==> src/rtl/bernstein_basis_sampler_top_macros.svh <==
// Assertion macros used by the sampler RTL (bbs_serial).
`ifndef BERNSTEIN_BASIS_SAMPLER_TOP_MACROS_SVH
`define BERNSTEIN_BASIS_SAMPLER_TOP_MACROS_SVH

// Same-cycle implication, quiet during reset.
`define BBS_ASSERT_IMPL(label, clk, rst, a, b) \
  label: assert property (@(posedge clk) disable iff (rst) (a) |-> (b)) \
    else $error("implication failed");

// Next-cycle implication, quiet during reset.
`define BBS_ASSERT_NEXT(label, clk, rst, a, b) \
  label: assert property (@(posedge clk) disable iff (rst) (a) |=> (b)) \
    else $error("next-cycle implication failed");

`endif

==> src/rtl/bbs_pkg.sv <==
// Types, constants and helpers of the Bernstein basis sampler.
package bbs_pkg;

  localparam logic [16:0] ONE_Q16 = 17'd65536;
  localparam int unsigned TAB_N = 13;

  typedef enum logic [1:0] {
    REG_DEGREE = 2'd0,
    REG_MIN_T  = 2'd1,
    REG_MAX_T  = 2'd2,
    REG_COUNT  = 2'd3
  } reg_idx_t;

  // Clamped configuration as the datapath sees it.
  typedef struct packed {
    logic [3:0]  n;
    logic [16:0] lo;
    logic [16:0] hi;
    logic [10:0] den;
  } cfg_t;

  typedef logic [TAB_N-1:0][TAB_N-1:0][9:0] binom_tab_t;

  function automatic binom_tab_t make_binom();
    binom_tab_t tab;
    tab = '0;
    for (int i = 0; i < TAB_N; i++) begin
      tab[i][0] = 10'd1;
      for (int j = 1; j < TAB_N; j++) begin
        if (i > 0) tab[i][j] = tab[i-1][j-1] + tab[i-1][j];
      end
    end
    return tab;
  endfunction

  localparam binom_tab_t BINOM = make_binom();

  // Q1.16 product with round to nearest; operands never exceed one.
  function automatic logic [16:0] mul_q16(input logic [16:0] a, input logic [16:0] b);
    logic [33:0] p;
    p = 34'(a) * 34'(b) + 34'd32768;
    return p[32:16];
  endfunction

endpackage

==> src/rtl/bbs_point.sv <==
// Sample point pipeline: scale the index, divide one bit a stage, offset.
module bbs_point import bbs_pkg::*; (
  input  logic        clk,
  input  logic        rst,
  input  cfg_t        cfg,
  input  logic        in_valid,
  output logic        in_ready,
  input  logic [9:0]  sample_index,
  output logic        out_valid,
  input  logic        out_ready,
  output logic [16:0] t,
  output logic [16:0] u
);

  localparam int QW = 17;
  localparam int NW = 28;
  localparam int NS = QW + 3;

  logic          v   [0:NS-1];
  logic          rdy [0:NS];
  logic [10:0]   idx;
  logic [16:0]   diff;
  logic [NW-1:0] rem [0:QW];
  logic [QW-1:0] q   [0:QW];
  logic [17:0]   tsum;
  logic          up;
  logic [10:0]   idx_c;

  assign up       = cfg.hi >= cfg.lo;
  assign in_ready = rdy[0];
  assign rdy[NS]  = out_ready;
  assign out_valid = v[NS-1];
  assign idx_c    = ({1'b0, sample_index} > cfg.den) ? cfg.den : {1'b0, sample_index};

  for (genvar s = 0; s < NS; s++) begin : g_rdy
    assign rdy[s] = !v[s] || rdy[s+1];
  end

  // stage 0: clamp index, take the span
  always_ff @(posedge clk) begin
    if (rst) v[0] <= 1'b0;
    else if (rdy[0]) v[0] <= in_valid;
    if (rdy[0] && in_valid) begin
      idx  <= idx_c;
      diff <= up ? (cfg.hi - cfg.lo) : (cfg.lo - cfg.hi);
    end
  end

  // stage 1: numerator plus half the divisor
  always_ff @(posedge clk) begin
    if (rst) v[1] <= 1'b0;
    else if (rdy[1]) v[1] <= v[0];
    if (rdy[1] && v[0]) begin
      rem[0] <= NW'(idx) * NW'(diff) + NW'(cfg.den >> 1);
      q[0]   <= '0;
    end
  end

  for (genvar k = 1; k <= QW; k++) begin : g_div
    logic [NW-1:0] trial;
    assign trial = NW'(cfg.den) << (QW - k);
    always_ff @(posedge clk) begin
      if (rst) v[k+1] <= 1'b0;
      else if (rdy[k+1]) v[k+1] <= v[k];
      if (rdy[k+1] && v[k]) begin
        if (rem[k-1] >= trial) begin
          rem[k] <= rem[k-1] - trial;
          q[k]   <= {q[k-1][QW-2:0], 1'b1};
        end else begin
          rem[k] <= rem[k-1];
          q[k]   <= {q[k-1][QW-2:0], 1'b0};
        end
      end
    end
  end

  assign tsum = up ? (18'(cfg.lo) + 18'(q[QW])) : (18'(cfg.lo) - 18'(q[QW]));

  always_ff @(posedge clk) begin
    if (rst) v[NS-1] <= 1'b0;
    else if (rdy[NS-1]) v[NS-1] <= v[NS-2];
    if (rdy[NS-1] && v[NS-2]) begin
      if (tsum > 18'(ONE_Q16)) begin
        t <= ONE_Q16;
        u <= 17'd0;
      end else begin
        t <= tsum[16:0];
        u <= ONE_Q16 - tsum[16:0];
      end
    end
  end

endmodule

==> config.mk <==
export PLATFORM = sky130hd
export DESIGN_NAME = bbs_point
export DESIGN_NICKNAME = d
export VERILOG_FILES = /design/src/rtl/bernstein_basis_sampler_top_macros.svh /design/src/rtl/bbs_pkg.sv /design/src/rtl/bbs_point.sv
export SDC_FILE = /design/constraint.sdc
export NUM_CORES = 2
export LEC_CHECK = 0
export BUFFER_PORTS_ARGS = -buffer_cell sky130_fd_sc_hd__buf_2
export CORE_UTILIZATION = 35
export DETAILED_ROUTE_END_ITERATION = 10
export GPL_TIMING_DRIVEN = 0
export MAX_ROUTING_LAYER = met4
export SYNTH_ARGS = -nofsm -noshare
export SYNTH_HDL_FRONTEND = slang
export SYNTH_SLANG_ARGS = --single-unit
==> constraint.sdc <==
create_clock -name clk -period 15 [get_ports clk]
set_input_delay 3 -clock clk [delete_from_list [all_inputs] [get_ports clk]]
set_output_delay 3 -clock clk [all_outputs]
set_load 0.1 [all_outputs]
== Word-level counts from Yosys, hierarchy flattened ==
Memory sizes are Yosys's and may differ from the RTL's.
Cells that the tools add are included.
Storage, ports and cells
  bits in latches: 0
  flip-flop bits (word level): 62
  memories: 3
  RAM bits: 830
  memory bits (read-only): 0
Operators by class
  equal/unequal tests: 0
  multipliers: 1
  $add $sub $neg: 23
  bitwise gates (word level): 54
  mux-type cells: 223
  reduce and logical (&&, ||, !) cells: 60
  $lt $le $gt $ge: 20
  shifts and indexed selects: 0
  divide/modulo/power cells: 0
Memories
  rem: words 18, bits a word 28, rd ports 17, clocked after memory_dff 0, wr ports 18, RTL line bbs_point.sv:23  | logic [NW-1:0] rem [0:QW];
  q: words 18, bits a word 17, rd ports 18, clocked after memory_dff 0, wr ports 18, RTL line bbs_point.sv:24  | logic [QW-1:0] q [0:QW];
  v: words 20, bits a word 1, rd ports 20, clocked after memory_dff 0, wr ports 20, RTL line bbs_point.sv:19  | logic v [0:NS-1];
Operators with widths (number)
  two-way mux 28 bit: 17
  two-way mux 17 bit: 18
  two-way mux 1 bit: 186
  bitwise OR 1 bit: 54
  subtractor 17 bit: 2
  adder 28 x 10 -> 28 bit: 1
  >= comparator 28 x 11 -> 1 bit: 1
  >= comparator 28 x 12 -> 1 bit: 1
  >= comparator 28 x 13 -> 1 bit: 1
  >= comparator 28 x 14 -> 1 bit: 1
  >= comparator 28 x 15 -> 1 bit: 1
  >= comparator 28 x 16 -> 1 bit: 1
  >= comparator 28 x 17 -> 1 bit: 1
  >= comparator 28 x 18 -> 1 bit: 1
  >= comparator 28 x 19 -> 1 bit: 1
  >= comparator 28 x 20 -> 1 bit: 1
  >= comparator 28 x 21 -> 1 bit: 1
  >= comparator 28 x 22 -> 1 bit: 1
  >= comparator 28 x 23 -> 1 bit: 1
  >= comparator 28 x 24 -> 1 bit: 1
  >= comparator 28 x 25 -> 1 bit: 1
  >= comparator 28 x 26 -> 1 bit: 1
  >= comparator 28 x 27 -> 1 bit: 1
  multiplier 11 x 17 -> 28 bit: 1
  other kinds (28): 85

== Longest topological paths before layout ==
An unclocked memory read counts as a cell.
  word-level depth: 26
  gate-level depth with buffers: 26

== Worst setup path after synthesis ==
No wires, ideal clock.
  kind: input port to flip-flop
  start: input port out_ready
  end: memory rem[12][21], in the netlist rem[6][21] (data pin)
  required time: 14.734 ns
  slack: 6.771 ns
  arrival time: 7.963 ns
  setup time: 0.266 ns
  buffers on the path: 0
  cell stages on the path: 10
  cells stage by stage: and3b_1 -> and2_1 -> and3_1 -> a21boi_0 -> nand4_1 -> a21oi_2 -> a21oi_1 -> nand2_1 -> nor3_1 -> xor2_1
RTL lines
  start, declared: RTL line bbs_point.sv:10  | input logic out_ready,
  end, declared: RTL line bbs_point.sv:23

== Worst setup path in the final report ==
  start: input port cfg[39] (netlist name)
  end: register t[9] (data pin)
Between the ends
  word-level cells in the longest chain between the ends: 3
Ends and longest elaborated chain
  start, declared: RTL line bbs_point.sv:5  | input cfg_t cfg,
  subtractor 17 x 17 -> 18 bit, or another cell as far along: RTL line bbs_point.sv:77  | assign tsum = up ? (18'(cfg.lo) + 18'(q[QW])) : (18'(cfg.lo) - 18'(q[QW]));
  two-way mux 18 bit (*): RTL line bbs_point.sv:77
  greater-than comparator 18 x 17 -> 1 bit: RTL line bbs_point.sv:83  | if (tsum > 18'(ONE_Q16)) begin
  end signal, assigned: RTL line bbs_point.sv:87  | t <= tsum[16:0];
  end, declared: RTL line bbs_point.sv:11  | output logic [16:0] t,
Mark *: on every way between the ends. The rest lies on a longest branch, timed or not.
A chain may end at the register's enable or synchronous reset.

==> metrics.txt <==
outcome=complete, no violations; Final Skew=0.0451 ns; via count of the first global-routing pass=29400; worst endpoint required time=15.50 ns; Worst-Margin Slew=1.35 ns; Setup Buffers After CTS=0; final hold slack=0.386 ns; fraction of layout cells with a size suffix above 1=7.39%; setup TNS=0 ns; Setup Crit Path Kind=input port to flip-flop; drt via density=5.04; pwr/cell area=174 mW/mm^2; Area Overhead vs Synth=12.3%; Syn. warnings=0; Detailed Routing Iterations Pass 1=5; worst vdd ir=339 uV; Clk pwr share=22.3%; Top Ports=99; # rows=130; Starting Density=35.3%; Critical Path Sink Type=flip-flop; Clock Path Buffers=3; top cells by area, synth=edfxtp_1 (48%), ha_1 (9.1%), fa_1 (7.4%); launching point of the worst reg2reg path=idx[4]$_DFFE_PP_; net load switching power=3290 uW; Setup crit start=cfg[39]; Async SR Flop Fraction=0%; sequential fraction of the synthesis area=48.0%; Yosys reg bits=710; final net count=4732; Final setup viols=0; Worst Hold Launch=q[16][4]$_DFFE_PP_; gr usage total=16.3%; overall routed net length=101000 um; count leader, synth=edfxtp_1; CTS Buf Count=79; met3 routed WL=4800 um; antenna violations before repair=4; Post-DP Area=0.0472 sq mm; Max-Cap Viols=0; RSZ-0062 raised after global routing=no; Resize count post-CTS=0; synthesized cell area=0.0444 sq mm; Worst Path Max Fanout=10; Syn Inst Count=3995; post-synth top area cell=edfxtp_1; DR WL met2=45900 um; Rel. slew slack=10.1%; top post-synthesis cells by count=edfxtp_1 (709), inv_1 (352), nand2_1 (350), ha_1 (323), nor2_1 (280); first-pass GRT wire length=160000 um; Port Buffers=94; CTS tree=built; Mean Syn Cell Area=11.1 sq um; Leak=0.0194 uW; Post-synth EDFFs=709; share of the synthesized area in the top cell type=48.0%; DR DRC count=0; M1 WL=47400 um; CTS H-tree lvls=3; Final ANT Viol Nets=0; Worst-Skew Late Latency=0.65 ns; Fmax achieved=113 MHz; Slew Limit Fails=0; die area=0.128 sq mm; Final Hold Vio Count=0; GRT overflow=0; DR vias=29700; WL/cell=17.0 um; Comb power frac=48.6%; DIE HEIGHT=358 um; Iter 0 DRT Violations=2037; Final min period=8.85 ns; largest net degree at the start of global routing=43; crit share post-route=59.0%; P_int=5380 uW; core area=0.126 sq mm; Worst EP arrival=9.34 ns; Hold Path Class=flip-flop to flip-flop; CTS sink count=710; Die Width=358 um; sw frac=38.0%; synthesized net count=4544; CTS hold repair buffers=0; Seq pwr share=29.2%; Post-synth top flop=edfxtp_1; highest metal used=met4; R2R Setup Slk=8.12 ns; root buffer cell=clkbuf_16; CP Launch Type=input port; clock-pin slew reported for the worst setup and hold paths after clock tree synthesis=0.06 ns; fin area=0.0498 sq mm; placer congestion estimate=0.882; DP Wirelength=77000 um; Synth cell types=86
## metal layers
layer | vias to the layer above | track usage (%)
li1 | 14600 | -
met1 | 14400 | 21.6
met2 | 603 | 25.8
met3 | 136 | 2.56
met4 | 0 | 4.35
met5 | - | -
## critical path, cell delays in order
cell	delay (ns)
buf_2	0.16
ha_1	0.29
clkbuf_1	0.35
nand4_1	0.30
a2111oi_2	0.53
o221a_2	0.30
a311oi_2	0.09
o21ai_2	0.35
buf_2	0.35
buf_2	0.34
nor2_1	0.08
xor2_1	0.21
ha_1	0.31
o21ai_0	0.39
o21ai_1	0.14
a21o_1	0.19
a21oi_1	0.18
xor2_1	0.30
nor3b_2	0.35
nand3_1	0.21
nor4b_2	0.36
o21ai_2	0.16
buf_2	0.23
nor2_1	0.15
## registers in the layout, indices dropped and copies added, names as in the netlist
name,count
idx,11
q,153
rem,476
t,17
v,20
diff,17
u,16
## final timing paths
| path | end | cells past startpoint |
|---|---|---|
| worst max-delay path | t[9]$_SDFFCE_PN0P_ | 24 |
| worst min-delay path | q[17][5]$_DFFE_PP_ | 0 |
| worst max register to register | rem[0][25]$_DFFE_PP_ | 22 |
| worst min register to register | q[17][5]$_DFFE_PP_ | 0 |
## metrics by stage
stage	power (uW)	worst slack, ns	cells	utilization (%)
finish	8680	6.15	5903	39.6
detailed placement	6650	5.59	5751	37.5
floorplan	5720	6.77	3995	-
global route	9400	5.76	5901	39.6
CTS	8720	6.28	5898	39.6
global placement	6710	4.91	5739	37.3
## cell type report
cell class	count	area [sq um]
diodes	4	10.0
plain buffers	95	378
clock buffers	95	2060
clock inverters	52	541
fillers	12000	75900
inverters	352	1320
multi-input cells	2838	21400
flip-flops and latches	710	21300
well taps	1650	2060
repair buffers	107	761
## cell families (layout without fill, tap and decap cells)
kind of cell	after synthesis	count (layout)	share of synthesized area, %
compound gates	723	723	10.1
xor+xnor	330	330	6.52
fa+ha+maj	486	486	16.5
buf+inv	447	701	3.83
flops	710	710	48.0
mux	28	28	0.677
other cells	1	5	0.00845
simple gates	1270	1270	14.4
## placed cells by master, fill, tap and decap left out, types with 19 or more instances in the layout
cell / netlist / layout
buf_2: 10 / 104
nor2b_1: 72 / 71
nand4_1: 43 / 43
nor3_1: 79 / 79
nand2_1: 350 / 350
edfxtp_1: 709 / 709
xnor2_1: 190 / 190
a21oi_1: 236 / 236
nand2b_1: 56 / 56
o21a_1: 25 / 25
nor2_1: 280 / 280
ha_1: 323 / 323
a31oi_1: 22 / 22
clkbuf_1: 79 / 93
clkbuf_16: 0 / 80
nor4_1: 61 / 61
inv_1: 352 / 339
and2_1: 103 / 100
o21ai_0: 188 / 188
nand3_1: 69 / 69
xor2_1: 140 / 140
a21o_1: 91 / 91
fa_1: 163 / 163
or3_1: 38 / 38
o21bai_1: 19 / 19
a21boi_0: 21 / 19
## power by group through the flow
stage / Combinational (uW) / Clock [uW] / Sequential, uW
3_5_place_dp: 4090 / 0 / 2560
4_1_cts: 4210 / 1980 / 2530
6_report: 4210 / 1930 / 2530
2_1_floorplan: 3190 / 0 / 2530
5_1_grt: 4810 / 2050 / 2540
3_3_place_gp: 4140 / 0 / 2570
No activity file was read; power rests on OpenSTA's default activity.
