$ cat src/rtl/bernstein_basis_sampler_top_macros.svh
// Assertion macros used by the sampler RTL (bbs_serial).
`ifndef BERNSTEIN_BASIS_SAMPLER_TOP_MACROS_SVH
`define BERNSTEIN_BASIS_SAMPLER_TOP_MACROS_SVH

// Same-cycle implication, quiet during reset.
`define BBS_ASSERT_IMPL(label, clk, rst, a, b) \
  label: assert property (@(posedge clk) disable iff (rst) (a) |-> (b)) \
    else $error("implication failed");

// Next-cycle implication, quiet during reset.
`define BBS_ASSERT_NEXT(label, clk, rst, a, b) \
  label: assert property (@(posedge clk) disable iff (rst) (a) |=> (b)) \
    else $error("next-cycle implication failed");

`endif

$ cat src/rtl/bbs_pkg.sv
// Types, constants and helpers of the Bernstein basis sampler.
package bbs_pkg;

  localparam logic [16:0] ONE_Q16 = 17'd65536;
  localparam int unsigned TAB_N = 13;

  typedef enum logic [1:0] {
    REG_DEGREE = 2'd0,
    REG_MIN_T  = 2'd1,
    REG_MAX_T  = 2'd2,
    REG_COUNT  = 2'd3
  } reg_idx_t;

  // Clamped configuration as the datapath sees it.
  typedef struct packed {
    logic [3:0]  n;
    logic [16:0] lo;
    logic [16:0] hi;
    logic [10:0] den;
  } cfg_t;

  typedef logic [TAB_N-1:0][TAB_N-1:0][9:0] binom_tab_t;

  function automatic binom_tab_t make_binom();
    binom_tab_t tab;
    tab = '0;
    for (int i = 0; i < TAB_N; i++) begin
      tab[i][0] = 10'd1;
      for (int j = 1; j < TAB_N; j++) begin
        if (i > 0) tab[i][j] = tab[i-1][j-1] + tab[i-1][j];
      end
    end
    return tab;
  endfunction

  localparam binom_tab_t BINOM = make_binom();

  // Q1.16 product with round to nearest; operands never exceed one.
  function automatic logic [16:0] mul_q16(input logic [16:0] a, input logic [16:0] b);
    logic [33:0] p;
    p = 34'(a) * 34'(b) + 34'd32768;
    return p[32:16];
  endfunction

endpackage

$ cat src/rtl/bbs_cfg.sv
// APB register file with clamping of the configuration.
module bbs_cfg import bbs_pkg::*; #(
  parameter int MAX_DEGREE  = 8,
  parameter int MAX_SAMPLES = 1024
) (
  input  logic        clk,
  input  logic        rst,
  input  logic        psel,
  input  logic        penable,
  input  logic        pwrite,
  input  logic [3:0]  paddr,
  input  logic [31:0] pwdata,
  output logic [31:0] prdata,
  output logic        pready,
  output cfg_t        cfg
);

  localparam logic [3:0]  NMAX   = 4'(MAX_DEGREE);
  localparam logic [10:0] CNTMAX = (MAX_SAMPLES > 2047) ? 11'd2047 : 11'(MAX_SAMPLES);

  logic [3:0]  degree;
  logic [16:0] min_t;
  logic [16:0] max_t;
  logic [10:0] sample_count;
  reg_idx_t    sel;
  logic [10:0] cnt;

  assign pready = 1'b1;
  assign sel    = reg_idx_t'(paddr[3:2]);

  always_ff @(posedge clk) begin
    if (rst) begin
      degree       <= 4'd3;
      min_t        <= 17'd0;
      max_t        <= ONE_Q16;
      sample_count <= 11'd64;
    end else if (psel && penable && pwrite && pready) begin
      case (sel)
        REG_DEGREE: degree       <= pwdata[3:0];
        REG_MIN_T:  min_t        <= pwdata[16:0];
        REG_MAX_T:  max_t        <= pwdata[16:0];
        REG_COUNT:  sample_count <= pwdata[10:0];
        default: ;
      endcase
    end
  end

  always_comb begin
    case (sel)
      REG_DEGREE: prdata = {28'd0, degree};
      REG_MIN_T:  prdata = {15'd0, min_t};
      REG_MAX_T:  prdata = {15'd0, max_t};
      REG_COUNT:  prdata = {21'd0, sample_count};
      default:    prdata = 32'd0;
    endcase
  end

  always_comb begin
    cfg.n  = (degree == 4'd0) ? 4'd1 : ((degree > NMAX) ? NMAX : degree);
    cfg.lo = (min_t > ONE_Q16) ? ONE_Q16 : min_t;
    cfg.hi = (max_t > ONE_Q16) ? ONE_Q16 : max_t;
    cnt    = (sample_count < 11'd2) ? 11'd2
           : ((sample_count > CNTMAX) ? CNTMAX : sample_count);
    cfg.den = cnt - 11'd1;
  end

endmodule

$ cat config.mk
export PLATFORM = sky130hd
export DESIGN_NAME = bbs_cfg
export DESIGN_NICKNAME = d
export VERILOG_FILES = /design/src/rtl/bernstein_basis_sampler_top_macros.svh /design/src/rtl/bbs_pkg.sv /design/src/rtl/bbs_cfg.sv
export SDC_FILE = /design/constraint.sdc
export NUM_CORES = 1
export LEC_CHECK = 0
export BUFFER_PORTS_ARGS = -buffer_cell sky130_fd_sc_hd__buf_2
export CORE_MARGIN = 2
export CORE_UTILIZATION = 52
export DETAILED_ROUTE_END_ITERATION = 10
export MAX_ROUTING_LAYER = met4
export PLACE_DENSITY = 0.91
export SETUP_SLACK_MARGIN = 0.4
export SLEW_MARGIN = 20
export SYNTH_ARGS = -nofsm -noshare
export SYNTH_HDL_FRONTEND = slang
export SYNTH_SLANG_ARGS = --single-unit
$ cat constraint.sdc
create_clock -name clk -period 5.9 [get_ports clk]
set_clock_uncertainty 0.05 [all_clocks]
set_input_delay 0.295 -clock clk [delete_from_list [all_inputs] [get_ports clk]]
set_output_delay 0.295 -clock clk [all_outputs]
set_load 0.03 [all_outputs]
## Yosys cells after proc, flatten, opt, wreduce, memory -nomap -nowiden

Cells that the tools add are included.

| word-level totals | value |
|---|---|
| bits of input ports | 41 |
| flip-flop bits (word level) | 49 |

| operators by class | value |
|---|---|
| magnitude comparators | 5 |
| multiplexer cells | 7 |
| $add $sub $neg | 1 |
| reduce and logical (&&, ||, !) cells | 8 |
| eq/ne operators | 3 |

Operators by type and width:

| kind | count |
|---|---|
| case mux 32 bit (4 select lines) | 1 |
| greater-than comparator 17 bit, second input constant | 2 |
| 2-to-1 mux 17 bit | 2 |
| 2-to-1 mux 11 bit | 2 |
| greater-than comparator 11 bit, second input constant | 1 |
| < comparator 11 x 2 -> 1 bit, second input constant | 1 |
| subtractor 11 x 1 -> 11 bit, second input constant | 1 |
| 2-to-1 mux 4 bit | 2 |
| AND reduction 2 bit | 4 |
| == test 2 bit, second input constant | 2 |
| greater-than comparator 4 bit, second input constant | 1 |
| zero test 4 bit | 1 |
| == test 2 x 1 -> 1 bit, second input constant | 1 |
| logical AND 1 bit | 2 |
| zero test 2 bit | 1 |

## Logic depth before layout (Yosys ltp)

Gate-level depths: netlist of the first run.

| logic depth | value |
|---|---|
| depth after elaboration | 4 |
| gate-level depth with buffers | 9 |

## Worst setup path after synthesis of the first run

No wires, ideal clock.

| timing | value |
|---|---|
| path kind | flip-flop to output port |
| from | register sample_count[5] |
| to | output cfg[6] in the netlist's numbering |
| data arrival time | 2.672 ns |
| setup slack | 2.883 ns |
| cell stages (with the launch flop) | 9 |
| data required time | 5.555 ns |
| cell sequence | dfxtp_1 or4_1 buf_2 or4_1 nand3_1 ha_1 clkbuf_1 a21oi_1 a21oi_1 |

RTL lines:

| what | line | RTL |
|---|---|---|
| start, declared | bbs_cfg.sv:24 | `logic [10:0] sample_count;` |
| start signal, assigned | bbs_cfg.sv:42 | `REG_COUNT: sample_count <= pwdata[10:0];` |
| end, declared | bbs_cfg.sv:15 | `output cfg_t cfg` |

==> impl_metrics.csv, run 1 <==
group,metric,value,unit
power_and_ir_drop,comb_power_share,17.7,%
place,dpl.hpwl,5600,µm
worst_setup_path,rr_worst_depth,3,
clock_network,clkTransAtPathRegs,0.10,ns
layout,area.growth.synth_to_final,15.2,%
clock_network,worstSkewPairLatency,0.31,ns
power_and_ir_drop,internal_power,450,µW
power_and_ir_drop,swShare,32.1,%
worst_setup_path,crit_family,"simple AND/OR/NAND/NOR gates",
clock_network,numCtsBuffers,5,
die,ios,123,
die,die-area,0.00620,mm²
synthesis,synth_ff_type,"dfxtp_1",
worst_setup_path,max_stage_delay,0.64,ns
synthesis,syn_inst,375,
die,placeableCoreArea,0.00544,mm²
route,dr.pass1.iters,7,
synthesis,synth-edff-count,0,
layout,final_area,0.00335,mm²
power_and_ir_drop,p_sw,213,µW
worst_setup_path,crit_fanout,9,
clock_network,cts_tree,"built",
worst_setup_path,end_kind,"primary output",
sta,hold_slack,0.191,ns
clock_network,clock-root-buffer,"clkbuf_8",
worst_hold_path,hold_class,"input pin to flip-flop",
global_routing,antenna_found_initial,0,
worst_setup_path,path_class,"flip-flop to primary output",
die,initial_utilization,53.4,%
synthesis,synth_async_sr_flop_share,0,%
clock_network,clk_path_buf_depth,2,
worst_hold_path,hold_path_depth,3,
layout,nFillCells,457,
layout,layout_common_cells,"89 x buf_2, 50 x nand3_1, 49 x dfxtp_1",
worst_setup_path,worstPathRequired,5.56,ns
sta,final.period_utilization,52.7,%
route,remaining_drc_errors,0,
die,die_h,78.8,µm
synthesis,synth_area_per_cell,7.75,µm²
clock_network,post-cts-setup-buffers,0,
global_routing,grt_max_degree,52,
layout,layout_commonest_cell,"buf_2",
clock_network,cts_hold_buf,0,
power_and_ir_drop,seq_power_share,51.4,%
layout,drive_gt1_share,26.1,%
worst_setup_path,cpMaxStageDelayCell,"or4_1",
worst_setup_path,cpMostUsedCell,"or4_1",
sta,maxSlewViolCount,0,
die,die_w,78.8,µm
power_and_ir_drop,irDropWorstVdd,146,µV
synthesis,syn_area,0.00291,mm²
sta,layout_min_cycle_time,3.11,ns
synthesis,yosysUniqueCellTypes,40,
place,port_buffers,89,
worst_setup_path,worst-path-buf-inv,1,
worst_setup_path,path_depth,7,
outcome,status,"completed",
synthesis,yosysSeqAreaShare,33.7,%
power_and_ir_drop,p_leak,1.45,nW
worst_setup_path,start_kind,"flip-flop",
sta,rsz0062_at_grt,"false",
sta,finalHoldViolCount,0,
global_routing,first_global_vias,2704,
clock_network,cts_num_sinks,49,
worst_setup_path,worst_ep_arrival_time,2.77,ns
route,routed-via-count,3131,
route,wl,8330,µm
sta,max_freq,0.321,GHz
global_routing,grt_pass1_wl,13300,µm
global_routing,track_usage,27.3,%
clock_network,post_cts_resized,0,
layout,utilization,61.6,%
route,ant_nets,0,
layout,diodes,0,
power_and_ir_drop,pwr_density_cell,198,mW/mm²
clock_network,h-tree-depth,2,
worst_setup_path,worstPathCellList,"or4_1 > or4_1 > nand3_1 > ha_1 > nand2_1 > a32o_1 > buf_2",
sta,setup_viol,0,
synthesis,postSynthRegisterBits,49,
sta,relSlewSlack,32.3,%
global_routing,overflow,0,
sta,fin_setup_tns,0,ns
route,post_drt_wl_per_cell,16.4,µm
route,drt-initial-drc-count,385,
place,placed_cell_area,0.00325,mm²
synthesis,yosys_warnings,0,
layout,nNetsFinal,477,
power_and_ir_drop,clkPwrFrac,30.9,%
job,drv_cap,0,
route,via_per_inst,6.16,
place,gp_congestion,0.855,
sta,worstMarginPinSlew,1.00,ns
die,rows,27,
-- registers in the layout, summed over array words and instances, names as in the netlist --
name and count:
degree 4, sample_count 11, min_t 17, max_t 17
-- cell type report --
cell class                 instances  area [µm²]  share of cell area, %
clock inverter                     3        21.3                  0.635
tap                               72        90.1                   2.69
clock buffer                       5        68.8                   2.06
sequential                        49         981                   29.3
timing repair buffer              92         468                   14.0
inverter                           4        15.0                  0.448
multi-input combinational        283        1700                   50.9
-- power by group through the flow --
stage	Clock (mW)	Sequential, mW	Combinational, mW
6_report	0.205	0.341	0.117
3_5_place_dp	0	0.348	0.114
2_1_floorplan	0	0.346	0.0928
3_3_place_gp	0	0.348	0.112
4_1_cts	0.205	0.341	0.115
5_1_grt	0.220	0.342	0.125
-- Yosys cell counts, types with 2 or more instances --
cell type | number | area [µm²]
nor4_1 | 11 | 68.8
buf_2 | 6 | 30.0
nand2_1 | 7 | 26.3
dfxtp_1 | 49 | 981
buf_4 | 16 | 120
nand2b_1 | 2 | 12.5
clkbuf_1 | 27 | 101
a22o_1 | 12 | 105
mux4_2 | 4 | 90.1
and3_1 | 3 | 18.8
nand3_1 | 50 | 250
nor2b_1 | 38 | 238
a211o_1 | 3 | 26.3
nor2_1 | 6 | 22.5
or4_1 | 2 | 15.0
nor3_1 | 4 | 20.0
inv_1 | 4 | 15.0
o211ai_1 | 3 | 22.5
conb_1 | 2 | 7.51
o21ai_0 | 47 | 235
a21oi_1 | 48 | 240
buf_1 | 4 | 15.0
mux2_2 | 7 | 78.8
a41oi_1 | 2 | 17.5
o31ai_1 | 3 | 22.5
-- routing by layer --
layer / part of all wire (%) / up-vias / wire (µm) / GRT usage (%)
li1: - / 1446 / - / -
met1: 39 / 1424 / 3250 / 36.4
met2: 48 / 237 / 3980 / 42.5
met3: 11 / 24 / 942 / 5.23
met4: 1.9 / 0 / 161 / 8.25
met5: 0 / - / 0 / -
-- logic make-up after synthesis --
| group | Yosys count | synth area share, % |
|---|---|---|
| buffers and inverters | 57 | 9.69 |
| AND/OR/NAND/NOR | 128 | 24.2 |
| flip-flops | 49 | 33.7 |
| multiplexers | 12 | 6.16 |
| adder cells (fa/ha/maj) | 1 | 0.430 |
| other | 2 | 0.258 |
| AO/OA/AOI/OAI | 125 | 25.2 |
| XOR/XNOR | 1 | 0.301 |
-- through the flow --
| step | power [mW] | worst slack, ns | cells |
|---|---|---|---|
| finish | 0.663 | 2.79 | 508 |
| global route | 0.686 | 2.58 | 508 |
| CTS | 0.660 | 2.80 | 508 |
| detailed placement | 0.462 | 3.14 | 500 |
| global placement | 0.461 | 3.21 | 500 |
| floorplan | 0.439 | 2.88 | 389 |
-- worst reg2reg max path: stages (launching register included) --
cell and delay (ns):
dfxtp_1 0.38, inv_1 0.15, a21oi_1 0.05, a311o_1 0.33
-- worst paths after layout --
kind                                       from   endpoint  slack (ns)
worst max-delay path            sample_count[5]     cfg[4]        2.79
worst min-delay path                 pwdata[13]  max_t[13]        0.19
worst max register to register        max_t[16]  max_t[16]        4.83
worst min register to register         max_t[1]   max_t[1]        0.46
Power figures use the tool's default switching activity.
==> run 2, diff against run 1 <==
- ABC_AREA: unset -> 1
- CORE_UTILIZATION: 52 -> 43
- PLACE_DENSITY: 0.91 -> 0.82
- clock period: 5.9 -> 2.62 ns (I/O delays scaled with it)
==> run 2 against run 1 <==
  * First-iteration DRC count is 47% lower
  * Final area is 3.4% higher
  * Total power is 150% higher
  * Clock-buffer cell count stayed put
  * Critical path type unchanged
==> impl_metrics.csv, run 2 <==
group,metric,value,unit
synthesis,yosysTopAreaCellShare,35.3,%
job,drv_cap,0,
layout,drive_gt1_share,30.4,%
clock_network,cts_tree,"built",
synthesis,yosys_warnings,0,
synthesis,yosysSeqAreaShare,35.3,%
global_routing,grt_max_degree,50,
die,ios,123,
synthesis,synth_most_common_cell,"nor2_1",
synthesis,postSynthRegisterBits,49,
worst_setup_path,timing.rr.end,"sample_count[10]",
worst_setup_path,worstPathRequired,2.44,ns
power_and_ir_drop,pwr_density_cell,477,mW/mm²
synthesis,synth_top_area_cell,"dfxtp_1",
sta,setup_viol,0,
synthesis,synth_async_sr_flop_share,0,%
worst_setup_path,rr_worst_depth,2,
synthesis,synthAdderAreaFrac,0.450,%
sta,rsz0062_at_grt,"true",
worst_setup_path,crit_fanout,3,
synthesis,synth-xor-area-share,1.26,%
die,placeableCoreArea,0.00631,mm²
route,via_per_inst,5.02,
place,dpl.hpwl,5440,µm
worst_setup_path,max_stage_delay,0.35,ns
worst_setup_path,path_class,"flip-flop to primary output",
place,place_inst,551,
worst_hold_path,whs_endpoint,"max_t[16]",
sta,layout_min_cycle_time,2.12,ns
global_routing,track_usage,20.5,%
layout,area.growth.synth_to_final,24.5,%
synthesis,syn_inst,405,
clock_network,cts_num_sinks,49,
layout,reg_top3,"max_t (17), min_t (17), sample_count (11)",
layout,nNetsFinal,532,
die,die_h,84.4,µm
sta,final.period_utilization,81.1,%
worst_setup_path,worstPathCellList,"nor2_1 > nand2_1 > nor2_2 > nand2_2 > nand2_8 > nand2_2 > nand2_2 > inv_2 > ha_4 > nand2_4 > nor2_2 > xor2_2 > buf_4",
route,drt-initial-drc-count,204,
synthesis,yosys.area_share.simple,22.4,%
synthesis,yosysUniqueCellTypes,31,
synthesis,synth_compound_area_share,23.5,%
route,ant_nets,0,
synthesis,syn_area,0.00278,mm²
power_and_ir_drop,finalPower,1.65,mW
clock_network,clkTransAtPathRegs,0.09,ns
worst_setup_path,cpMaxStageDelayCell,"dfxtp_4",
sta,maxSlewViolCount,0,
worst_hold_path,hold_path_depth,3,
global_routing,grt_pass1_wl,11500,µm
layout,layout_commonest_cell,"buf_2",
sta,finalHoldViolCount,0,
clock_network,clk_path_buf_depth,2,
global_routing,first_global_vias,2503,
die,initial_utilization,44.0,%
sta,max_freq,0.471,GHz
power_and_ir_drop,irDropWorstVdd,289,µV
outcome,status,"completed",
synthesis,synthMuxAreaShare,0,%
synthesis,synthTopCellsByCount,"59 x nor2_1, 53 x inv_1, 49 x dfxtp_1",
synthesis,synth_area_per_cell,6.86,µm²
die,die_w,84.4,µm
synthesis,synth-edff-count,0,
clock_network,clock-root-buffer,"clkbuf_8",
route,post_drt_wl_per_cell,13.1,µm
worst_setup_path,start_kind,"flip-flop",
worst_setup_path,rr_startpoint,"sample_count[10]",
power_and_ir_drop,p_leak,1.62,nW
clock_network,cts_hold_buf,0,
global_routing,overflow,0,
place,port_buffers,89,
layout,nFillCells,640,
clock_network,numCtsBuffers,5,
worst_setup_path,r2r_slack,1.74,ns
die,die-area,0.00712,mm²
place,gp_congestion,0.894,
route,wl,7450,µm
layout,fin_cells,567,
sta,fin_setup_tns,0,ns
clock_network,worstSkewPairLatency,0.30,ns
synthesis,synth_area_leaders,"dfxtp_1 35%, o21ai_0 8.5%, nor2_1 8.0%, a21oi_1 7.4%, inv_1 7.2%",
route,routed-via-count,2849,
synthesis,synth_ff_type,"dfxtp_1",
worst_setup_path,worst_ep_arrival_time,1.94,ns
clock_network,h-tree-depth,2,
worst_setup_path,cpMostUsedCell,"nand2_2",
layout,diodes,0,
route,dr.pass1.iters,4,
synthesis,synth_top_family_by_area,"compound AO/OA/AOI/OAI gates",
die,rows,29,
global_routing,antenna_found_initial,0,
route,remaining_drc_errors,0,
worst_hold_path,min_from,"pwdata[16]",
layout,layout_common_cells,"82 x buf_2, 57 x nor2_1, 52 x inv_1",
worst_setup_path,end_kind,"primary output",
worst_hold_path,hold_class,"input pin to flip-flop",
run 2: timing repair:
item / in CTS / in global routing
resized for setup: 15 / 30
pin swaps: 1 / 8
gates cloned: 0 / 0
endpoints found under the setup margin: 6 / 9
setup buffers: 1 / 8
run 2: routing by layer:
metal  part of all wire, %  routed length [µm]  GRT usage (%)
met2                    50                3740           34.6
met5                     0                   0              -
met3                   5.5                 409           3.24
met4                   2.6                 194           7.65
met1                    42                3110           24.7
run 2: cell type report:
class | instances | area (µm²) | area share, %
Clock buffer | 5 | 68.8 | 1.99
Clock inverter | 2 | 35.0 | 1.01
Inverter | 60 | 230 | 6.65
Multi-Input combinational cell | 273 | 1460 | 42.1
Sequential cell | 49 | 1010 | 29.1
Tap cell | 77 | 96.3 | 2.78
Timing Repair Buffer | 101 | 568 | 16.4
run 2: logic make-up after synthesis:
group / after synthesis
AO/OA/AOI/OAI: 117
XOR/XNOR: 4
adder cells (fa/ha/maj): 1
buffers and inverters: 97
flip-flops: 49
other: 2
AND/OR/NAND/NOR: 135
run 2: stage by stage:
| stage | instance area, µm² | util, % | setup slack, ns | hold slack [ns] |
|---|---|---|---|---|
| global route | 3460 | 54.8 | 0.370 | 0.0477 |
| global placement | 3170 | 50.3 | 0.558 | 0.324 |
| finish | 3460 | 54.8 | 0.495 | 0.0332 |
| CTS | 3330 | 52.7 | 0.412 | 0.0229 |
| detailed placement | 3170 | 50.3 | 0.497 | 0.334 |
| floorplan | 2850 | - | 0.490 | 0.207 |
run 2: where the power goes:
| group | switching [mW] | internal (mW) |
|---|---|---|
| registers | 0.0109 | 0.757 |
| logic | 0.247 | 0.104 |
| clock network | 0.255 | 0.278 |
| total | 0.512 | 1.14 |
run 2: worst max path at each step:
stage,startpoint,end,slack (ns),cells past startpoint
floorplan,sample_count[5],cfg[8],0.49,10
global placement,sample_count[5],cfg[10],0.56,15
detailed placement,sample_count[5],cfg[10],0.50,14
CTS,sample_count[5],cfg[8],0.41,13
global route,sample_count[4],cfg[10],0.37,15
finish,sample_count[4],cfg[8],0.50,13
run 2: critical path: cells and delay by family, from the launching register on:
| kind | cells | cell delay [ns] |
|---|---|---|
| XOR/XNOR | 1 | 0.13 |
| adder cells (fa/ha/maj) | 1 | 0.16 |
| buffers and inverters | 2 | 0.20 |
| flip-flops | 1 | 0.35 |
| AND/OR/NAND/NOR | 9 | 0.78 |
