$ cat config.mk
export PLATFORM = sky130hd
export DESIGN_NAME = bbs_serial
export DESIGN_NICKNAME = d
export VERILOG_FILES = /design/src/rtl/bbs_pkg.sv /design/src/rtl/bbs_serial.sv
export VERILOG_INCLUDE_DIRS = /design/src /design/src/rtl
export SDC_FILE = /design/constraint.sdc
export NUM_CORES = 1
export LEC_CHECK = 0
export ABC_AREA = 1
export BUFFER_PORTS_ARGS = -buffer_cell sky130_fd_sc_hd__buf_4
export CORE_MARGIN = 2
export CORE_UTILIZATION = 53
export CTS_CLUSTER_SIZE = 8
export DETAILED_ROUTE_END_ITERATION = 8
export PLACE_DENSITY_LB_ADDON = 0.05
export SLEW_MARGIN = 20
export SYNTH_ARGS = -nofsm -noshare
export SYNTH_HDL_FRONTEND = slang
export SYNTH_SLANG_ARGS = --single-unit
$ cat constraint.sdc
create_clock -name clk -period 5.21 [get_ports clk]
set_input_delay 1.042 -clock clk [delete_from_list [all_inputs] [get_ports clk]]
set_output_delay 1.042 -clock clk [all_outputs]
set_load 0.005 [all_outputs]
$ cat src/rtl/bernstein_basis_sampler_top_macros.svh
// Assertion macros used by the sampler RTL (bbs_serial).
`ifndef BERNSTEIN_BASIS_SAMPLER_TOP_MACROS_SVH
`define BERNSTEIN_BASIS_SAMPLER_TOP_MACROS_SVH

// Same-cycle implication, quiet during reset.
`define BBS_ASSERT_IMPL(label, clk, rst, a, b) \
  label: assert property (@(posedge clk) disable iff (rst) (a) |-> (b)) \
    else $error("implication failed");

// Next-cycle implication, quiet during reset.
`define BBS_ASSERT_NEXT(label, clk, rst, a, b) \
  label: assert property (@(posedge clk) disable iff (rst) (a) |=> (b)) \
    else $error("next-cycle implication failed");

`endif

$ cat src/rtl/bbs_pkg.sv
// Types, constants and helpers of the Bernstein basis sampler.
package bbs_pkg;

  localparam logic [16:0] ONE_Q16 = 17'd65536;
  localparam int unsigned TAB_N = 13;

  typedef enum logic [1:0] {
    REG_DEGREE = 2'd0,
    REG_MIN_T  = 2'd1,
    REG_MAX_T  = 2'd2,
    REG_COUNT  = 2'd3
  } reg_idx_t;

  // Clamped configuration as the datapath sees it.
  typedef struct packed {
    logic [3:0]  n;
    logic [16:0] lo;
    logic [16:0] hi;
    logic [10:0] den;
  } cfg_t;

  typedef logic [TAB_N-1:0][TAB_N-1:0][9:0] binom_tab_t;

  function automatic binom_tab_t make_binom();
    binom_tab_t tab;
    tab = '0;
    for (int i = 0; i < TAB_N; i++) begin
      tab[i][0] = 10'd1;
      for (int j = 1; j < TAB_N; j++) begin
        if (i > 0) tab[i][j] = tab[i-1][j-1] + tab[i-1][j];
      end
    end
    return tab;
  endfunction

  localparam binom_tab_t BINOM = make_binom();

  // Q1.16 product with round to nearest; operands never exceed one.
  function automatic logic [16:0] mul_q16(input logic [16:0] a, input logic [16:0] b);
    logic [33:0] p;
    p = 34'(a) * 34'(b) + 34'd32768;
    return p[32:16];
  endfunction

endpackage

$ cat src/rtl/bbs_serial.sv
// Holds one sample's basis values and emits them in order of j.
module bbs_serial import bbs_pkg::*; #(
  parameter int MAX_DEGREE = 8
) (
  input  logic                       clk,
  input  logic                       rst,
  input  cfg_t                       cfg,
  input  logic                       in_valid,
  output logic                       in_ready,
  input  logic [MAX_DEGREE:0][16:0]  vals,
  output logic                       out_valid,
  input  logic                       out_ready,
  output logic [3:0]                 basis_index,
  output logic [16:0]                basis_value,
  output logic                       last
);

  `include "bernstein_basis_sampler_top_macros.svh"

  localparam int IW = (MAX_DEGREE < 1) ? 1 : $clog2(MAX_DEGREE + 1);

  logic                      full;
  logic [3:0]                cnt;
  logic [MAX_DEGREE:0][16:0] hold;
  logic                      fire;

  assign last        = cnt == cfg.n;
  assign fire        = out_valid && out_ready;
  assign in_ready    = !full || (fire && last);
  assign out_valid   = full;
  assign basis_index = cnt;
  assign basis_value = hold[cnt[IW-1:0]];

  always_ff @(posedge clk) begin
    if (rst) begin
      full <= 1'b0;
      cnt  <= 4'd0;
    end else if (in_valid && in_ready) begin
      full <= 1'b1;
      cnt  <= 4'd0;
    end else if (fire) begin
      if (last) full <= 1'b0;
      else cnt <= cnt + 4'd1;
    end
  end

  always_ff @(posedge clk) begin
    if (in_valid && in_ready) hold <= vals;
  end

  `BBS_ASSERT_IMPL(a_cnt_in_range, clk, rst, full, cnt <= cfg.n)
  `BBS_ASSERT_NEXT(a_advance, clk, rst, fire && !last,
                   out_valid && basis_index == $past(basis_index) + 4'd1)
  `BBS_ASSERT_NEXT(a_load_restart, clk, rst, in_valid && in_ready,
                   out_valid && basis_index == 4'd0)

endmodule

After elaboration in Yosys (flattened, before gate mapping)
Cells that the tools add are included.
{ "classes": {"magnitude_cmp": 1, "mul": 0, "bitwise_logic": 1, "n_reduce_logical": 10, "eq_ne": 1, "n_shift": 0, "div": 0, "n_mux": 5, "n_addsub": 1} }
{ "op_table": {"columns": ["cell", "n"], "rows": [
  ["binary-select mux 17 bit (select 4 bit)", 1],
  ["two-way mux 17 bit", 1],
  ["< comparator 4 x 5 -> 1 bit, second input constant", 1],
  ["adder 4 x 1 -> 4 bit, second input constant", 1],
  ["equality test 4 bit", 1],
  ["AND reduction 2 bit", 2],
  ["nonzero test 2 bit", 2],
  ["logical AND 1 bit", 3],
  ["two-way mux 1 bit", 3],
  ["OR reduction 2 bit", 1],
  ["zero test 1 bit", 1],
  ["logical OR 1 bit", 1],
  ["inverter 1 bit", 1]
]} }
{ "totals": {"inputBits": 206, "n_memories": 0, "wordCells": 30, "reg_bits": 158, "mem_bits_ro": 0, "out_inout_bits": 24, "latch_bits": 0, "ramBits": 0} }

Logic depth before layout (Yosys ltp)
Gate-level depths: netlist of run 1.
{ "logic_depth": {"word_depth": 6, "ltp_mapped": 11} }

Worst setup path before layout of run 1
No wires, ideal clock.
{ "synth_timing": {"kind": "input to register", "startpoint": "input port cfg[46] (netlist name)", "endpoint": "register hold[0] (netlist name), enable pin", "required_ns": 4.772, "path_buffers": 0, "t_arrival_ns": 3.283, "slack_ns": 1.489, "stages": 8, "setup_ns": 0.438, "cell_sequence": "inv_1 > nand2_1 > nand2_1 > nor2_1 > nand3_1 > nand2_2 > nand2_2 > inv_2"} }
{ "synth_between": {"elab_chain_cells": 4} }
{ "synth_lines": {"columns": ["item", "line_no", "source"], "rows": [
  ["start: declaration", "bbs_serial.sv:7", "input cfg_t cfg,"],
  ["equality test 4 bit", "bbs_serial.sv:27", "assign last = cnt == cfg.n;"],
  ["logical AND 1 bit", "bbs_serial.sv:29", "assign in_ready = !full || (fire && last);"],
  ["logical OR 1 bit", "bbs_serial.sv:29", null],
  ["via in_ready", "bbs_serial.sv:9", "output logic in_ready,"],
  ["logical AND 1 bit", "bbs_serial.sv:48", "if (in_valid && in_ready) hold <= vals;"],
  ["end signal: assignment", "bbs_serial.sv:48", null],
  ["end: declaration", "bbs_serial.sv:24", "logic [MAX_DEGREE:0][16:0] hold;"]
]} }
The timed path passes the listed nets, and every way through them passes these cells.
A chain may end at the register's enable or synchronous reset.

Worst setup path in the final report of run 1
{ "layout_timing": {"startpoint": "register cnt[1] (netlist: basis_index[1])", "endpoint": "output port basis_value[14]"} }
{ "layout_between": {"elab_chain_cells": 2} }
{ "layout_lines": {"columns": ["item", "line_no", "source"], "rows": [
  ["start: declaration", "bbs_serial.sv:23", "logic [3:0] cnt;"],
  ["start signal: assignment", "bbs_serial.sv:43", "else cnt <= cnt + 4'd1;"],
  ["binary-select mux 17 bit (select 4 bit)", "bbs_serial.sv:32", "assign basis_value = hold[cnt[IW-1:0]];"],
  ["two-way mux 17 bit (implied by the code)", "bbs_serial.sv:32", null],
  ["end: declaration", "bbs_serial.sv:14", "output logic [16:0] basis_value,"]
]} }
No other way between the ends. The select of a mux whose other input is x is not followed.

==> results of run 1 <==
final timing paths:
path,start,end,depth (start not counted)
max reg2reg,basis_index[0]$_SDFFE_PP0P_,hold[103]$_DFFE_PP_,9
min,out_valid$_SDFFE_PP0P_,out_valid$_SDFFE_PP0P_,2
max,basis_index[1]$_SDFFE_PP0P_,basis_value[14],6
min reg2reg,out_valid$_SDFFE_PP0P_,out_valid$_SDFFE_PP0P_,2
final cells by class:
cell class              count  area [um2]  share of cell area, %
clock inverters            11         100                   1.20
repair buffers            188        1420                   17.0
clock buffers              20         437                   5.22
well taps                 147         184                   2.20
multi-input cells         298        1450                   17.3
inverters                  17        71.3                  0.853
flip-flops and latches    158        4700                   56.2
critical path, stage by stage (launching register included):
cell and delay, ns:
sky130_fd_sc_hd__dfxtp_2 0.93, sky130_fd_sc_hd__buf_4 0.45, sky130_fd_sc_hd__o21ai_0 0.16, sky130_fd_sc_hd__o211ai_1 0.30, sky130_fd_sc_hd__nand3_1 0.11, sky130_fd_sc_hd__nand2_1 0.10
sky130_fd_sc_hd__buf_4 0.12
state kept, by name, summed over array words and instances, names as in the netlist:
name         flops
basis_index      4
hold           153
out_valid        1
logic make-up after synthesis:
family | count (synthesis)
DFF | 158
adders and majority gates | 1
xor gates and xnor gates | 2
and+or+nand+nor | 192
AOI/OAI and AO/OA | 103
buffers and inverters | 46
power breakdown:
part / internal [uW] / switching [uW] / total, uW
Clock: 690 / 450 / 1140
Sequential: 1480 / 19.1 / 1500
Combinational: 117 / 107 / 224
Total: 2290 / 576 / 2860
layer usage:
metal	GRT usage [%]	vias up
met5	0	-
met4	8.86	0
met3	6.91	17
met2	38.5	160
met1	27.7	2034
li1	-	2148
per-stage QoR:
step           hold slack, ns  util (%)  worst slack, ns
6_report                0.529      70.5             1.55
2_1_floorplan           0.516         -             1.49
3_5_place_dp            0.527      66.0             1.98
4_1_cts                 0.534      70.5             1.53
3_3_place_gp            0.505      66.0             2.04
5_1_grt                 0.567      70.5             1.40
cell usage in the layout (no fill, tap or decap), types with 2 or more instances in the layout:
cell                        instances
sky130_fd_sc_hd__nand2_1           53
sky130_fd_sc_hd__buf_4            187
sky130_fd_sc_hd__nand2_4            3
sky130_fd_sc_hd__nand3_1           23
sky130_fd_sc_hd__o21ai_0           63
sky130_fd_sc_hd__bufinv_16          2
sky130_fd_sc_hd__nand2_2            4
sky130_fd_sc_hd__clkinv_1           7
sky130_fd_sc_hd__clkbuf_16         17
sky130_fd_sc_hd__dfxtp_2            2
sky130_fd_sc_hd__xor2_1             2
sky130_fd_sc_hd__inv_1             13
sky130_fd_sc_hd__o21ai_1            5
sky130_fd_sc_hd__inv_2              2
sky130_fd_sc_hd__edfxtp_1         153
sky130_fd_sc_hd__clkbuf_1           3
sky130_fd_sc_hd__nor2_2             4
sky130_fd_sc_hd__nor2_1           103
sky130_fd_sc_hd__o211ai_1          34
sky130_fd_sc_hd__dfxtp_1            3
==> summary by stage, run 1 <==
Critical path
For the worst setup path, the data arrival time is 2.62 ns. The startpoint-to-endpoint class of the critical path is reg2out. The kind of launch point of the worst setup path is a register.

The capturing element type of the critical path is a primary output. Data on the critical path is required at its endpoint by 4.17 ns. Across all register-to-register paths, the minimum setup slack is 2.05 ns. The highest fanout seen on the critical path is 46.

STA
After layout, the minimum clock period comes to 3.66 ns. Setup violations remaining at the end of the flow were counted as 0. The max-slew violation count is 0.

Setup repair after global routing left no endpoint under its margin. The relative slew slack is 34.2%. The worst clock skew is 0.00521 ns. The fraction of the cycle the final worst path needs is 70.2%. The final hold violation count came to 0. The transition at the pin with the smallest max-transition slack is 0.980 ns. Adding up every negative setup slack in the final design gives 0 ns.

Derived from the worst setup path, the maximum achievable clock frequency is 273 MHz.

Logic synthesis
The xor/xnor cell area share of the yosys netlist is 0.275%. Sequential elements use 73.8% of the synthesized area. The most used standard cell by instance count after synthesis is sky130_fd_sc_hd__edfxtp_1. The most area-hungry cell type in the Yosys netlist is sky130_fd_sc_hd__edfxtp_1.

The post-synthesis net count is 709. Of the post-synthesis cell area, the dominant cell type holds 72.3%. Among all flip-flop cells after synthesis, the most frequent one is sky130_fd_sc_hd__edfxtp_1. The adder and majority gate portion of the synthesized area is 0.197%.

The proportion of synthesized flip-flops having asynchronous set or reset is 0%. Counting every instance in the synthesized netlist gives 502. Yosys printed 0 warnings. The synthesized design contains 153 enable-type register cells.

Dividing the synthesized area by the synthesized cell count gives 12.7 um2. The cell area that synthesis handed to floorplanning was 0.00636 mm2. Ranked by instance count, the synthesized netlist is headed by sky130_fd_sc_hd__edfxtp_1, sky130_fd_sc_hd__nor2_1, sky130_fd_sc_hd__o21ai_0, sky130_fd_sc_hd__nand2_1, sky130_fd_sc_hd__o211ai_1.

By area, the combinational part of the netlist is dominated by simple AND/OR/NAND/NOR gates. After synthesis, the cell types taking the most area are sky130_fd_sc_hd__edfxtp_1, sky130_fd_sc_hd__nor2_1, sky130_fd_sc_hd__o21ai_0, sky130_fd_sc_hd__o211ai_1, sky130_fd_sc_hd__nand2_1. Of the post-synthesis cell area, the part taken by muxes is 0%.

The synthesized design contains 158 register bits. The synthesized-area fraction occupied by and/or/nand/nor cells is 12.8%. Counting distinct cell types in the post-synthesis netlist gives 24. The compound-cell area share of the yosys netlist is 9.45%.

Placement
The sum of net half-perimeters after detailed placement is 9.33 mm. The number of input and output port buffers inserted is 184. At the end of routability-driven placement, the weighted congestion stood at 0.782. The post-place instance area is 0.00782 mm2. The total placed cells including tap cells is 808.

Global routing
The first global-routing pass estimated 21.9 mm of wire. The largest net degree at the start of global routing is 80. The global router's overall resource usage is 22.8%.

The number of antenna violations at the first check in global routing was 0. The via count of the first global-routing pass is 4277. The remaining global-route overflow is 0.

Die
The initial core utilization is 53.6%. The area of the placeable core is 0.0119 mm2. The row count is 40. Measured along the x axis, the die boundary spans 114 um.

The number of top-level design ports is 230. From bottom edge to top edge, the die measures 114 um. The floorplan step defined a die boundary enclosing 0.0129 mm2.

Drt
The met3 wire length is 1.17 mm. For this run, the detailed router's first-pass iteration total came to 4. The residual DRC count is 0. After detailed routing, the average wire length per cell comes to 17.0 um. Using the TritonRoute via totals, the vias-per-cell ratio works out to 5.20. After detailed routing, no signal wire sits above met4. The routed design uses 7.18 mm of met2 wire. The routed length on met1 is 5.68 mm. The number of DRC markers in iteration 0 is 341. Once detail routing completed, the nets flagged for antenna violations numbered 0. The detailed router placed 4359 vias in this run.

The final routed wirelength across all metal layers is 14.3 mm.

CTS
The post-cts repair resize count is 0. The clock transition at the registers of the reported paths is 0.05 ns. The post-CTS repair timing setup buffer count is 0.

The H-tree was split into 4 levels. After clock tree synthesis, the flow added hold-fix buffers numbering 0. At the later pin of the worst-skew pair, clock insertion delay measures 0.41 ns. The tree built by TritonCTS fans out to 158 sinks. No sink is reached through more buffers than the 2 on the longest clock path. The TritonCTS clock tree is built.

The number of buffers added by the clock tree synthesis step is 17. The cell at the root of the clock tree is sky130_fd_sc_hd__clkbuf_16.

Layout
After filler insertion, the fill cell instance count of the layout stands at 847. From synthesis to final layout, the design area changed by 31.5%. The number of nets at the end of the flow is 887.

0 antenna diodes ended up in the layout. The ratio of cells with drive above 1 in the final layout is 32.9%. The total non-filler cell area in the finished layout is 0.00836 mm2. The finished layout holds 839 standard cells, fillers aside.

Worst hold path
The worst hold-check path type is reg2reg.

Job
The tool flagged a number of max-cap violations equal to 0.

Pwr
IR analysis of the VDD net gives a maximum drop of 0.000255 V. The analysis attributes to cell leakage a power of 0.00331 uW. Total power for the finished layout comes to 2860 uW. Power spread over the standard cell area amounts to 342 mW/mm2.

Run status
The flow ran to the end, and the final reports show no timing, DRC or antenna violations.
Power figures use the tool's default switching activity.
==> run 2, diff against run 1 <==
CORE_UTILIZATION = 49   (was 53)
clock period = 3.4 ns   (was 5.21 ns; I/O delays follow)
==> summary by stage, run 2 (synthesis results as in run 1) <==
Layout
In the final layout, the share of cells above drive strength 1 is 34.5%. The final core area utilization is 68.2%. Counting flops per register, the top entry is hold. The library cells used most frequently in the layout, excluding fill and tap cells, are sky130_fd_sc_hd__buf_4, sky130_fd_sc_hd__edfxtp_1, sky130_fd_sc_hd__nor2_1. The most common library cell in the layout ignoring fill and taps is sky130_fd_sc_hd__buf_4.

From synthesis to final layout, the design area changed by 35.4%. For this run, the number of standard cells in the final layout without fillers is 871. The number of diodes added for antenna fixing is 0. The flip-flop count of the largest register, all copies and words added is 153. Fill cells in the final layout number 963. The number of nets at the end of the flow is 893.

The multi-input gate area in the final layout is 0.00145 mm2. In the final layout, flip-flops and latches occupy 0.00470 mm2.

Critical path
STA classifies the critical path startpoint as a register. The critical path starts at basis_index[1]$_SDFFE_PP0P_. The data required time at the worst endpoint is 2.72 ns.

STA classifies the critical path endpoint as a primary output. The highest fanout seen on the critical path is 38. The startpoint of the most critical register-to-register path is basis_index[1]$_SDFFE_PP0P_. The critical path arrival is 2.26 ns.

The setup check on the worst reg-to-reg path leaves a slack of 0.81 ns. The critical path is of the reg2out type.

Global routing
The number of antenna violations at the first check in global routing is 0. The remaining global-route overflow is 0. The via count of the first global-routing pass is 4587.

Entering global routing, the biggest net connects 53 pins. Across every metal layer, demand over resource in global routing totals 23.0%. The wire length of the first global-routing pass is 24.1 mm.

Drt
The number of DRC markers in iteration 0 is 406. The final routed wire length divided by cell count is 17.4 um. The via-per-instance ratio is 5.21.

Before antenna repair, the detailed router went through 4 iterations. The detailed router placed 4536 vias in this run. The residual DRC count is 0. The number of nets still failing antenna checks after routing is 0.

The final routed wirelength across all metal layers is 15.2 mm.

STA
The max-slew violation count is 0. In this run the tightest slew margin relative to its limit is 49.7%. The transition at the pin with the smallest max-transition slack is 0.755 ns. Counting I/O delays and the setup requirement, the final critical path takes 2.94 ns. The final critical path takes up 86.5% of the cycle. The final hold violation count came to 0. Derived from the worst setup path, the maximum achievable clock frequency is 340 MHz. Setup violations remaining at the end of the flow were counted as 0. The worst clock skew is 0.00798 ns. In the final timing run, aggregate negative setup slack is 0 ns. Setup repair after global routing left no endpoint under its margin.

CTS
Buffers inserted during clock tree synthesis total 17. The later pin in the worst-skew pair is clocked with a latency of 0.42 ns. The post-cts repair resize count is 0. Buffers inserted to repair hold after CTS numbered 0. After clock tree synthesis, the clock-pin slew on the worst setup and hold paths is 0.06 ns. TritonCTS built the clock tree. Counting along the longest clock path gives a buffer depth of 2.

The cell at the root of the clock tree is sky130_fd_sc_hd__clkbuf_16. The number of H-tree levels is 4. The number of clock sinks is 158. The post-CTS repair timing setup buffer count is 0.

Die
The die is 118 um tall. In this run the horizontal extent of the chip is 118 um. The initial utilization of the core area, before any placement, comes to 50.4%. The number of top-level design ports is 230.

The total area inside the core boundary comes to 0.0126 mm2. The die outline area is 0.0139 mm2. After floorplanning, the core was divided into 41 placement rows.

Pwr
Summed over all cells, the static leakage comes to 0.00342 uW. The design internal power is 3890 uW. The portion of total power attributed to sequential cells is 47.6%. The share of power burned in combinational logic is 7.5%.

For this design the ratio of total power to cell area is 559 mW/mm2. The worst vdd rail ir drop is 0.000356 V. The switching portion of total power is 19.1%. The net switching power of the design is 922 uW.

The design draws 4820 uW. The relative contribution of the clock network to total power is 44.8%.

Job
The reported max-cap violation count is 0.

Worst hold path
The tightest min-delay check is of the in2reg type. The worst hold path begins at rst.

Placement
The number of input and output port buffers inserted is 184. In this run, placement finished with an instance count of 839. The congestion estimate from routability-driven global placement came to 0.826.

The sum of net half-perimeters after detailed placement is 10.3 mm.

Run status
The run finished with clean final reports.
-- run 2: through the flow --
stage,instance area (um2),hold slack (ns),setup slack (ns)
global placement,7940,0.505,0.856
finish,8610,0.420,0.460
detailed placement,7940,0.523,0.807
floorplan,6360,0.516,0.0408
global route,8610,0.405,0.269
CTS,8610,0.406,0.417
-- run 2: layout make-up --
cell class	instances	area share [%]
Inverter	17	0.828
Sequential cell	158	54.5
Timing Repair Buffer	194	17.5
Clock buffer	18	4.98
Clock inverter	14	2.85
Multi-Input combinational cell	298	16.8
Tap cell	172	2.50
-- run 2: worst max-delay path, stage by stage, from the launching register on --
cell,delay (ns)
sky130_fd_sc_hd__dfxtp_2,0.81
sky130_fd_sc_hd__buf_12,0.28
sky130_fd_sc_hd__nor2_1,0.08
sky130_fd_sc_hd__o21ai_0,0.12
sky130_fd_sc_hd__o211ai_1,0.20
sky130_fd_sc_hd__nand3_1,0.12
sky130_fd_sc_hd__nand2_1,0.06
sky130_fd_sc_hd__buf_4,0.14
-- run 2: power by group through the flow --
| stage | clock [uW] | combinational [uW] | sequential (uW) |
|---|---|---|---|
| 5_1_grt | 2270 | 401 | 2300 |
| 4_1_cts | 2190 | 367 | 2290 |
| 6_report | 2160 | 363 | 2290 |
| 2_1_floorplan | 0 | 134 | 2330 |
| 3_3_place_gp | 0 | 356 | 2330 |
| 3_5_place_dp | 0 | 365 | 2340 |
-- run 2: final timing paths --
kind | to | depth (start not counted)
max reg2reg | hold[0]$_DFFE_PP_ | 9
max | basis_value[0] | 7
min reg2reg | out_valid$_SDFFE_PP0P_ | 2
min | out_valid$_SDFFE_PP0P_ | 2
-- run 2: routing by layer --
layer	wire, um	vias to the layer above	global-route usage [%]
li1	-	2166	-
met4	481	0	10.5
met2	7360	181	37.1
met5	0	-	0
met1	6210	2156	28.0
met3	1140	33	7.80
